===== config.mk =====
export PLATFORM = sky130hd
export DESIGN_NAME = plot_grid_pixel_generator_unit
export DESIGN_NICKNAME = d
export VERILOG_FILES = /design/src/hw/rtl/pgpg_pkg.sv /design/src/hw/rtl/pgpg_lines.sv /design/src/hw/rtl/pgpg_smith.sv /design/src/hw/rtl/plot_grid_pixel_generator_unit.sv
export SDC_FILE = /design/constraint.sdc
export NUM_CORES = 2
export LEC_CHECK = 0
export ABC_AREA = 1
export BUFFER_PORTS_ARGS = -buffer_cell sky130_fd_sc_hd__buf_2
export CORE_MARGIN = 3
export CORE_UTILIZATION = 65
export CTS_BUF_LIST = sky130_fd_sc_hd__clkbuf_8
export DETAILED_ROUTE_END_ITERATION = 12
export GPL_ROUTABILITY_DRIVEN = 1
export PLACE_DENSITY = 0.83
export SYNTH_ARGS = -nofsm -noshare
export SYNTH_HDL_FRONTEND = slang
export SYNTH_SLANG_ARGS = --single-unit
export TNS_END_PERCENT = 1

===== constraint.sdc =====
create_clock -name clock -period 21.3 [get_ports clock]
set_input_delay 1.065 -clock clock [delete_from_list [all_inputs] [get_ports clock]]
set_output_delay 1.065 -clock clock [all_outputs]
set_load 0.01 [all_outputs]

===== src/hw/rtl/pgpg_pkg.sv =====
// shared types and constants of the plot grid pixel generator
// used by every rtl file of the block, depends on nothing
`default_nettype none

package pgpg_pkg;

   // pipeline depth, input register through output register
   localparam int NUM_STAGES = 6;

   // payload widths
   localparam int X_W     = 9;
   localparam int Y_W     = 8;
   localparam int COLOR_W = 16;

   // register widths
   localparam int OFFSET_W = 10;
   localparam int PITCH_W  = 12;

   // configuration bus
   localparam int ADDR_W = 4;
   localparam int DATA_W = 32;

   // register reset values
   localparam logic [COLOR_W-1:0]  LINE_COLOR_RST = 16'd4228;
   localparam logic [OFFSET_W-1:0] OFFSET_RST     = 10'd0;
   localparam logic [PITCH_W-1:0]  PITCH_RST      = 12'd483;

   // per stage load enables of the datapath stages ahead of the output register
   typedef logic [NUM_STAGES-2:0] stage_en_type;

   // register map, word index
   typedef enum logic [1:0] {
      REG_LINE_COLOR      = 2'd0,
      REG_VERTICAL_OFFSET = 2'd1,
      REG_VERTICAL_PITCH  = 2'd2
   } reg_index_type;

   // grid placement settings seen by the line datapath
   typedef struct packed {
      logic [OFFSET_W-1:0] vertical_offset;
      logic [PITCH_W-1:0]  vertical_pitch;
   } grid_cfg_type;

endpackage

`default_nettype wire


===== src/hw/rtl/pgpg_lines.sv =====
// straight grid lines: edge columns, frequency grid columns, every 29th row
// pipelined restoring remainder over stages 1 to 4; depends on pgpg_pkg
`default_nettype none

module pgpg_lines #(
   parameter int PLOT_WIDTH = 291
) (
   input  wire                          clock,
   input  wire pgpg_pkg::stage_en_type  stage_en,
   input  wire pgpg_pkg::grid_cfg_type  cfg,
   input  wire  [pgpg_pkg::X_W-1:0]     pixel_x,
   input  wire  [pgpg_pkg::Y_W-1:0]     pixel_y,
   output logic                         line_hit
);

   localparam int SUM_W       = pgpg_pkg::OFFSET_W + 1;
   localparam int DVD_W       = 16;
   localparam int DIV_STAGES  = pgpg_pkg::NUM_STAGES - 2;
   localparam int STEPS       = DVD_W / DIV_STAGES;
   localparam int REM_W       = pgpg_pkg::PITCH_W;
   localparam int PITCH_SCALE = 10;
   localparam int ROW_PITCH   = 29;
   localparam int Y_MAX       = (1 << pgpg_pkg::Y_W) - 1;

   // row on a horizontal line when it is a multiple of the row pitch
   function automatic logic row_line(input logic [pgpg_pkg::Y_W-1:0] y);
      logic hit;
      hit = 1'b0;
      for (int k = 0; k <= Y_MAX / ROW_PITCH; k++) begin
         if (y == pgpg_pkg::Y_W'(k * ROW_PITCH)) begin
            hit = 1'b1;
         end
      end
      return hit;
   endfunction

   logic [SUM_W-1:0] sum;
   logic [DVD_W-1:0] dvd_in;
   logic             edge_in;

   logic [DVD_W-1:0] dvd_ff  [DIV_STAGES];
   logic [REM_W-1:0] rem_ff  [DIV_STAGES];
   logic             edge_ff [DIV_STAGES+1];
   logic             row_ff  [DIV_STAGES+1];

   // scaled column position, times ten as two shifts
   assign sum     = SUM_W'(pixel_x) + SUM_W'(cfg.vertical_offset);
   assign dvd_in  = (DVD_W'(sum) << 3) + (DVD_W'(sum) << 1);
   assign edge_in = (pixel_x == '0) ||
                    (pixel_x == pgpg_pkg::X_W'(PLOT_WIDTH - 1));

   // stage 0 register
   always_ff @(posedge clock) begin
      if (stage_en[0]) begin
         dvd_ff[0]  <= dvd_in;
         edge_ff[0] <= edge_in;
         row_ff[0]  <= row_line(pixel_y);
      end
   end

   // remainder stages, four dividend bits each
   for (genvar k = 0; k < DIV_STAGES; k++) begin : g_div
      logic [REM_W-1:0] rem_start;
      logic [REM_W-1:0] rem_in;

      if (k == 0) begin : g_first
         assign rem_start = '0;
      end else begin : g_next
         assign rem_start = rem_ff[k-1];
      end

      // shift in one bit, subtract pitch when it fits
      always_comb begin
         logic [REM_W:0] trial;
         rem_in = rem_start;
         for (int j = 0; j < STEPS; j++) begin
            trial = {rem_in, dvd_ff[k][DVD_W-1-k*STEPS-j]};
            if (trial >= {1'b0, cfg.vertical_pitch}) begin
               trial = trial - {1'b0, cfg.vertical_pitch};
            end
            rem_in = trial[REM_W-1:0];
         end
      end

      always_ff @(posedge clock) begin
         if (stage_en[k+1]) begin
            rem_ff[k]    <= rem_in;
            edge_ff[k+1] <= edge_ff[k];
            row_ff[k+1]  <= row_ff[k];
         end
      end

      if (k + 1 < DIV_STAGES) begin : g_dvd
         always_ff @(posedge clock) begin
            if (stage_en[k+1]) begin
               dvd_ff[k+1] <= dvd_ff[k];
            end
         end
      end
   end

   // any straight line; a zero pitch leaves only the edge columns and the rows
   assign line_hit = edge_ff[DIV_STAGES] || row_ff[DIV_STAGES] ||
                     ((cfg.vertical_pitch != '0) &&
                      (rem_ff[DIV_STAGES-1] < REM_W'(PITCH_SCALE)));

endmodule

`default_nettype wire


===== src/hw/rtl/pgpg_smith.sv =====
// smith chart overlay: outer circle, resistance circles, reactance arcs
// squares, circle boundary tests and priority decision in stages; depends on pgpg_pkg
`default_nettype none

module pgpg_smith (
   input  wire                          clock,
   input  wire pgpg_pkg::stage_en_type  stage_en,
   input  wire  [pgpg_pkg::X_W-1:0]     pixel_x,
   input  wire  [pgpg_pkg::Y_W-1:0]     pixel_y,
   output logic                         smith_hit
);

   localparam int D_W  = 11;
   localparam int SQ_W = 2 * D_W;

   // chart geometry
   localparam int SMITH_CX = 146;
   localparam int SMITH_CY = 116;
   localparam int SMITH_R  = 116;
   localparam int SMITH_UX = SMITH_CX + SMITH_R;
   localparam int R_HALF   = 58;
   localparam int R_QUART  = 29;
   localparam int R_3Q     = 87;
   localparam int R_TWICE  = 232;

   // squared terms
   localparam int SQ_XC    = 0;
   localparam int SQ_U     = 1;
   localparam int SQ_U29   = 2;
   localparam int SQ_U58   = 3;
   localparam int SQ_U87   = 4;
   localparam int SQ_V     = 5;
   localparam int SQ_VP58  = 6;
   localparam int SQ_VM58  = 7;
   localparam int SQ_VP116 = 8;
   localparam int SQ_VM116 = 9;
   localparam int SQ_VP232 = 10;
   localparam int SQ_VM232 = 11;
   localparam int NUM_SQ   = 12;

   // circles, each a pair of squared terms and a radius
   localparam int C_OUTER   = 0;
   localparam int C_P58     = 1;
   localparam int C_M58     = 2;
   localparam int C_29      = 3;
   localparam int C_P116    = 4;
   localparam int C_M116    = 5;
   localparam int C_58      = 6;
   localparam int C_P232    = 7;
   localparam int C_M232    = 8;
   localparam int C_87      = 9;
   localparam int NUM_CIRC  = 10;

   localparam int CIRC_A [NUM_CIRC] = '{SQ_XC, SQ_U, SQ_U, SQ_U29, SQ_U, SQ_U,
                                        SQ_U58, SQ_U, SQ_U, SQ_U87};
   localparam int CIRC_B [NUM_CIRC] = '{SQ_V, SQ_VP58, SQ_VM58, SQ_V, SQ_VP116,
                                        SQ_VM116, SQ_V, SQ_VP232, SQ_VM232, SQ_V};
   localparam int CIRC_R [NUM_CIRC] = '{SMITH_R, R_HALF, R_HALF, R_QUART, SMITH_R,
                                        SMITH_R, R_HALF, R_TWICE, R_TWICE, R_3Q};

   typedef enum logic [1:0] {
      SIDE_IN  = 2'd0,
      SIDE_ON  = 2'd1,
      SIDE_OUT = 2'd2
   } side_type;

   // integer boundary rule: inside at or below -r, outside above r, else on
   function automatic side_type circle_side(input logic signed [SQ_W-1:0] sa,
                                            input logic signed [SQ_W-1:0] sb,
                                            input int r);
      logic signed [SQ_W-1:0] rs;
      logic signed [SQ_W-1:0] d;
      side_type side;
      rs = SQ_W'(r);
      d  = sa + sb - rs * rs;
      if (d <= -rs) begin
         side = SIDE_IN;
      end else if (d > rs) begin
         side = SIDE_OUT;
      end else begin
         side = SIDE_ON;
      end
      return side;
   endfunction

   logic [pgpg_pkg::X_W-1:0] x_ff;
   logic [pgpg_pkg::Y_W-1:0] y_ff;
   logic signed [D_W-1:0]    xs;
   logic signed [D_W-1:0]    ys;
   logic signed [D_W-1:0]    u;
   logic signed [D_W-1:0]    v;
   logic signed [D_W-1:0]    diff   [NUM_SQ];
   logic signed [SQ_W-1:0]   sq_ff  [NUM_SQ];
   side_type                 side_in [NUM_CIRC];
   side_type                 side_ff [NUM_CIRC];
   logic                     hit_in;
   logic                     hit_ff [2];

   // stage 0: coordinate register
   always_ff @(posedge clock) begin
      if (stage_en[0]) begin
         x_ff <= pixel_x;
         y_ff <= pixel_y;
      end
   end

   // offsets from the chart centers
   assign xs = signed'(D_W'(x_ff));
   assign ys = signed'(D_W'(y_ff));
   assign u  = xs - D_W'(SMITH_UX);
   assign v  = ys - D_W'(SMITH_CY);

   assign diff[SQ_XC]    = xs - D_W'(SMITH_CX);
   assign diff[SQ_U]     = u;
   assign diff[SQ_U29]   = u + D_W'(R_QUART);
   assign diff[SQ_U58]   = u + D_W'(R_HALF);
   assign diff[SQ_U87]   = u + D_W'(R_3Q);
   assign diff[SQ_V]     = v;
   assign diff[SQ_VP58]  = v + D_W'(R_HALF);
   assign diff[SQ_VM58]  = v - D_W'(R_HALF);
   assign diff[SQ_VP116] = v + D_W'(SMITH_R);
   assign diff[SQ_VM116] = v - D_W'(SMITH_R);
   assign diff[SQ_VP232] = v + D_W'(R_TWICE);
   assign diff[SQ_VM232] = v - D_W'(R_TWICE);

   // stage 1: squares
   always_ff @(posedge clock) begin
      if (stage_en[1]) begin
         for (int i = 0; i < NUM_SQ; i++) begin
            sq_ff[i] <= diff[i] * diff[i];
         end
      end
   end

   // boundary test of every circle
   always_comb begin
      for (int c = 0; c < NUM_CIRC; c++) begin
         side_in[c] = circle_side(sq_ff[CIRC_A[c]], sq_ff[CIRC_B[c]], CIRC_R[c]);
      end
   end

   // stage 2: circle sides
   always_ff @(posedge clock) begin
      if (stage_en[2]) begin
         for (int c = 0; c < NUM_CIRC; c++) begin
            side_ff[c] <= side_in[c];
         end
      end
   end

   // chart priority: inner circles mask the arcs drawn after them
   always_comb begin
      if (side_ff[C_OUTER] == SIDE_OUT) begin
         hit_in = 1'b0;
      end else if (side_ff[C_OUTER] == SIDE_ON) begin
         hit_in = 1'b1;
      end else if (side_ff[C_P58] == SIDE_ON || side_ff[C_M58] == SIDE_ON) begin
         hit_in = 1'b1;
      end else if (side_ff[C_29] == SIDE_IN) begin
         hit_in = 1'b0;
      end else if (side_ff[C_29] == SIDE_ON) begin
         hit_in = 1'b1;
      end else if (side_ff[C_P116] == SIDE_ON || side_ff[C_M116] == SIDE_ON) begin
         hit_in = 1'b1;
      end else if (side_ff[C_58] == SIDE_IN) begin
         hit_in = 1'b0;
      end else if (side_ff[C_58] == SIDE_ON) begin
         hit_in = 1'b1;
      end else begin
         hit_in = (side_ff[C_P232] == SIDE_ON) || (side_ff[C_M232] == SIDE_ON) ||
                  (side_ff[C_87] == SIDE_ON);
      end
   end

   // stages 3 and 4: decision, then delay to line up with the line datapath
   always_ff @(posedge clock) begin
      if (stage_en[3]) begin
         hit_ff[0] <= hit_in;
      end
      if (stage_en[4]) begin
         hit_ff[1] <= hit_ff[0];
      end
   end

   assign smith_hit = hit_ff[1];

endmodule

`default_nettype wire


===== src/hw/rtl/plot_grid_pixel_generator_unit.sv =====
// top level of the plot grid pixel generator: handshake pipeline, registers
// depends on pgpg_pkg, pgpg_lines and pgpg_smith
//
// usage
//   req channel: one pixel coordinate (req_pixel_x, req_pixel_y) per
//   transaction, valid/ready handshake
//   rsp channel: one rsp_pixel_color per transaction, in order: the line
//   color when the pixel lies on a grid line or on the smith chart, else zero
//   register port: apb style, line_color at 0x0, vertical_offset at 0x4,
//   vertical_pitch at 0x8; pready is always high, write only while idle
// timing
//   six register stages; an accepted transaction moves through stages 0 to 5
//   in order and is shown on rsp from the output register
//   one transaction per cycle sustained while rsp_ready stays high; the depth
//   is set by the four stage remainder unit of the frequency grid columns
// stall
//   every stage holds its transaction while the next one is full and
//   stalled; empty stages keep filling, so req_ready drops only when all
//   six stages hold a transaction and rsp_ready is low
// reset
//   clears all stage valid bits and loads the register reset values
//   (line color 0x1084, offset 0, pitch 483)
`default_nettype none

module plot_grid_pixel_generator_unit #(
   parameter int PLOT_WIDTH = 291
) (
   input  wire                              clock,
   input  wire                              reset,

   input  wire                              req_valid,
   output logic                             req_ready,
   input  wire  [pgpg_pkg::X_W-1:0]         req_pixel_x,
   input  wire  [pgpg_pkg::Y_W-1:0]         req_pixel_y,

   output logic                             rsp_valid,
   input  wire                              rsp_ready,
   output logic [pgpg_pkg::COLOR_W-1:0]     rsp_pixel_color,

   input  wire                              psel,
   input  wire                              penable,
   input  wire                              pwrite,
   input  wire  [pgpg_pkg::ADDR_W-1:0]      paddr,
   input  wire  [pgpg_pkg::DATA_W-1:0]      pwdata,
   output logic [pgpg_pkg::DATA_W-1:0]      prdata,
   output logic                             pready
);

   localparam int NS = pgpg_pkg::NUM_STAGES;

   logic [pgpg_pkg::COLOR_W-1:0]  line_color_ff;
   logic [pgpg_pkg::COLOR_W-1:0]  line_color_in;
   logic [pgpg_pkg::OFFSET_W-1:0] offset_ff;
   logic [pgpg_pkg::OFFSET_W-1:0] offset_in;
   logic [pgpg_pkg::PITCH_W-1:0]  pitch_ff;
   logic [pgpg_pkg::PITCH_W-1:0]  pitch_in;
   logic                          csr_write;
   logic [1:0]                    reg_index;

   logic [NS-1:0]                 valid_ff;
   logic [NS-1:0]                 valid_in;
   logic [NS-1:0]                 stage_en;
   logic [pgpg_pkg::COLOR_W-1:0]  color_ff;
   logic [pgpg_pkg::COLOR_W-1:0]  color_in;
   logic                          line_hit;
   logic                          smith_hit;
   pgpg_pkg::grid_cfg_type        grid_cfg;

   // register write decode
   assign pready    = 1'b1;
   assign csr_write = psel && penable && pwrite;
   assign reg_index = paddr[3:2];

   always_comb begin
      line_color_in = line_color_ff;
      offset_in     = offset_ff;
      pitch_in      = pitch_ff;
      if (csr_write) begin
         unique case (reg_index)
            pgpg_pkg::REG_LINE_COLOR:      line_color_in = pwdata[pgpg_pkg::COLOR_W-1:0];
            pgpg_pkg::REG_VERTICAL_OFFSET: offset_in     = pwdata[pgpg_pkg::OFFSET_W-1:0];
            pgpg_pkg::REG_VERTICAL_PITCH:  pitch_in      = pwdata[pgpg_pkg::PITCH_W-1:0];
            default: ;
         endcase
      end
   end

   always_ff @(posedge clock) begin
      if (reset) begin
         line_color_ff <= pgpg_pkg::LINE_COLOR_RST;
         offset_ff     <= pgpg_pkg::OFFSET_RST;
         pitch_ff      <= pgpg_pkg::PITCH_RST;
      end else begin
         line_color_ff <= line_color_in;
         offset_ff     <= offset_in;
         pitch_ff      <= pitch_in;
      end
   end

   // register read mux
   always_comb begin
      unique case (reg_index)
         pgpg_pkg::REG_LINE_COLOR:      prdata = pgpg_pkg::DATA_W'(line_color_ff);
         pgpg_pkg::REG_VERTICAL_OFFSET: prdata = pgpg_pkg::DATA_W'(offset_ff);
         pgpg_pkg::REG_VERTICAL_PITCH:  prdata = pgpg_pkg::DATA_W'(pitch_ff);
         default:                       prdata = '0;
      endcase
   end

   assign grid_cfg.vertical_offset = offset_ff;
   assign grid_cfg.vertical_pitch  = pitch_ff;

   // stage load enables, a stage moves when empty or when the next one moves
   always_comb begin
      stage_en[NS-1] = !valid_ff[NS-1] || rsp_ready;
      for (int i = NS - 2; i >= 0; i--) begin
         stage_en[i] = !valid_ff[i] || stage_en[i+1];
      end
   end

   assign req_ready = stage_en[0];

   // valid bits travel with the data
   always_comb begin
      valid_in[0] = req_valid;
      for (int i = 1; i < NS; i++) begin
         valid_in[i] = valid_ff[i-1];
      end
   end

   always_ff @(posedge clock) begin
      if (reset) begin
         valid_ff <= '0;
      end else begin
         for (int i = 0; i < NS; i++) begin
            if (stage_en[i]) begin
               valid_ff[i] <= valid_in[i];
            end
         end
      end
   end

   // straight line datapath
   pgpg_lines #(
      .PLOT_WIDTH (PLOT_WIDTH)
   ) u_lines (
      .clock    (clock),
      .stage_en (stage_en[NS-2:0]),
      .cfg      (grid_cfg),
      .pixel_x  (req_pixel_x),
      .pixel_y  (req_pixel_y),
      .line_hit (line_hit)
   );

   // smith chart datapath
   pgpg_smith u_smith (
      .clock     (clock),
      .stage_en  (stage_en[NS-2:0]),
      .pixel_x   (req_pixel_x),
      .pixel_y   (req_pixel_y),
      .smith_hit (smith_hit)
   );

   // output register
   assign color_in = (line_hit || smith_hit) ? line_color_ff : '0;

   always_ff @(posedge clock) begin
      if (stage_en[NS-1]) begin
         color_ff <= color_in;
      end
   end

   assign rsp_valid       = valid_ff[NS-1];
   assign rsp_pixel_color = color_ff;

endmodule

`default_nettype wire


==> results.md <==
* Synth-to-Final Area Change at 4.737%
* Slew @ Worst Pin at 1.277 ns
* WL/cell at 17.35 microns
* Grt ovf at 0
* Hold Buf Count CTS at 0
* Synth Register Bits at 419
* FF-to-FF End: u_smith.sq_ff[2][65]$_DFFE_PP_
* Hold crit path type: register to register
* Clock Sinks at 419
* Crit path largest cell delay at 0.86 ns
* Mapped Area at 87140 sq um
* Sequential fraction of the synthesis area at 0.1393
* Final Cycle Share at 0.4473
* DR vias at 73238
* Synth async-reset ratio at 0
* Crit path capture type: register
* Top cell type by total area after synthesis: fa_1
* Top cells by area, synth: fa_1 24%, ha_1 17%, edfxtp_1 13%
* Startpoint Class: register
* Unique masters post-synth at 75
* Nets at 13487
* Worst Slack Setup Final at roughly 12 ns
* Rel. slew slack at 0.1457
* Worst EP arrival at 10.06 ns
* Crit path max-delay cell type: edfxtp_1
* Cts repair resizes at 0
* Post-synth top cells: 2488 x inv_1, 1878 x nand2_1, 1205 x ha_1
* CTS tree: done
* Hold Path Sink: u_lines.dvd_ff[1][2]$_DFFE_PP_
* CTS H-Tree Depth at 3
* Clock Latency Late Sink at around 0.83 ns
* Setup TNS at 0 ns
* Die H at approximately 370 microns
* Port Buffers at 75
* DIE AREA at 138500 sq um
* TritonRoute pass-1 iters at 8
* Vias in the first global route at approximately 74000
* Hold Startpoint: u_lines.dvd_ff[0][2]$_DFFE_PP_
* Initial antenna violation count at 10
* Slew Limit Fails at 0
* Core Region at 132300 sq um
* Tot GR Track Use at 0.3303
* Worst hold slack at 0.4165 ns
* Largest net degree at the start of global routing at 114
* Setup Fix Bufs, Post-CTS at 0
* Post-synth EDFFs at 375
* Reg2reg path depth at 34
* Fmax at 0.1050 GHz
* Num CTS Buffers at 83
* Final core occ at 0.6899
* Gpl congestion at ~1
* Critical setup path kind: register to register
* Iteration-0 DRC count of the detailed router at 5450
* FF-to-FF setup slack at 11.77 ns
* Starting density of the core at 0.6587
* Layout cells sized above 1 at 0.03684
* Final hold vios at 0
* Critical Path RT at roughly 22 ns
* Root Driver: clkbuf_8
* DRC Markers at 0
* Ys flop type: edfxtp_1
* Synth warn at 0
* Tmin final at 9.528 ns
* MaxCap Viol Count at 0
* R2R Path Start: u_smith.y_ff[2]$_DFFE_PP_
* Via density at between 5 and 6
* Most frequent cell after synthesis: inv_1
* CP dominant cell by count: nand2_1
* Yosys top cell area share at 0.2424
* DP HPWL at 185700 microns
* Io pins at 111
* CP max FO at 26
* Avg Cell Area, Syn at 7.874 sq um
* Clk slew on worst S/H paths at 0.06 ns
* Clock buffer depth at 3
* Global-route wire length before repair at 367400 microns
* DP Worst Slack at 11.98 ns
* Num rows at 133
* Status: finished, final reports clean
* Post-route ant nets at 0
* DRT Wirelength at roughly 230000 microns
* Chip width at 372.2 microns
* Post-synthesis cell count at 11068
* Final setup skew at 0.05790 ns
* Hold Crit Depth at 0
* Final setup fails at 0
* RSZ-0062 raised after global routing: false
==> state kept, by name, summed over array words and instances, names as in the netlist <==
name,cells
line_color_ff,16
offset_ff,10
pitch_ff,12
rsp_pixel_color,16
u_lines.dvd_ff,35
u_lines.edge_ff,5
u_lines.rem_ff,47
u_lines.row_ff,5
u_smith.hit_ff,2
u_smith.side_ff,20
u_smith.sq_ff,228
u_smith.x_ff,9
u_smith.y_ff,8
valid_ff,6
==> worst max-delay path by stage <==
| stage | depth (start not counted) | slack [ns] | start | end |
|---|---|---|---|---|
| 2_1_floorplan | 10 | 12.31 | rsp_ready | u_lines.dvd_ff[1][10]$_DFFE_PP_ |
| 3_5_place_dp | 34 | 11.98 | u_smith.y_ff[2]$_DFFE_PP_ | u_smith.sq_ff[2][65]$_DFFE_PP_ |
| 4_1_cts | 34 | 11.96 | u_smith.y_ff[2]$_DFFE_PP_ | u_smith.sq_ff[2][65]$_DFFE_PP_ |
| 6_report | 34 | 11.77 | u_smith.y_ff[2]$_DFFE_PP_ | u_smith.sq_ff[2][65]$_DFFE_PP_ |
| 3_3_place_gp | 34 | 12.17 | u_smith.y_ff[2]$_DFFE_PP_ | u_smith.sq_ff[2][65]$_DFFE_PP_ |
| 5_1_grt | 40 | 11.24 | pitch_ff[1]$_SDFFE_PP1P_ | u_lines.rem_ff[2][10]$_DFFE_PP_ |
==> per-layer routing <==
layer / track usage / up-vias / wire, microns
met1: 0.4213 / 35119 / 90320
met2: 0.5546 / 2662 / 106200
li1: - / 34860 / -
met4: 0.1378 / 8 / 10040
met5: 0 / - / 53
met3: 0.05862 / 589 / 18780
==> worst max-delay path, delay by kind of cell (launching register included) <==
kind,cells,cell delay (ns)
fa+ha+maj,7,3.05
simple gates,14,2.64
buf+inv,7,1.63
compound gates,5,1.00
flops,1,0.86
xor+xnor,1,0.09
==> cell families after synthesis <==
logic type | after synthesis | share of synthesized area
fa+ha+maj | 2260 | 0.4154
compound gates | 1287 | 0.08266
flops | 419 | 0.1393
buf+inv | 2669 | 0.1176
xor+xnor | 594 | 0.06035
simple gates | 3837 | 0.1846
other cells | 2 | 0.00008618
==> layout make-up <==
type / count / area [sq um]
clock buffer: 87 / 1197
sequential: 419 / 12140
antenna: 3 / 7.507
timing repair buffer: 121 / 720.7
clock inverter: 68 / 620.6
multi-input combinational: 8008 / 64860
fill: 10765 / 41020
inverter: 2534 / 9525
tap: 1755 / 2196
==> stage by stage <==
stage | std cells | instance area [sq um]
floorplan | 11096 | 87250
global placement | 12837 | 89450
detailed placement | 12837 | 89450
CTS | 12992 | 91270
global route | 12993 | 91270
finish | 12995 | 91270
==> layout by cell type, fill, tap and decap left out, types with 44 or more instances in the layout <==
cell type	synthesis	routed
o21bai_1	44	44
nor2_1	1163	1163
clkbuf_8	0	87
nand3_1	386	386
ha_1	1205	1205
nor3_1	87	87
buf_2	25	75
buf_4	25	46
dfxtp_1	44	44
a21oi_1	624	624
xnor2_1	214	214
o21ai_0	359	359
edfxtp_1	375	375
inv_1	2488	2508
nand2_1	1878	1877
xor2_1	374	374
a21o_1	54	54
nand4_1	133	133
fa_1	1055	1055
Power is left out: the tool's default activity adds up to more than one toggle a clock period on the data nets, which glitch-free logic cannot reach.
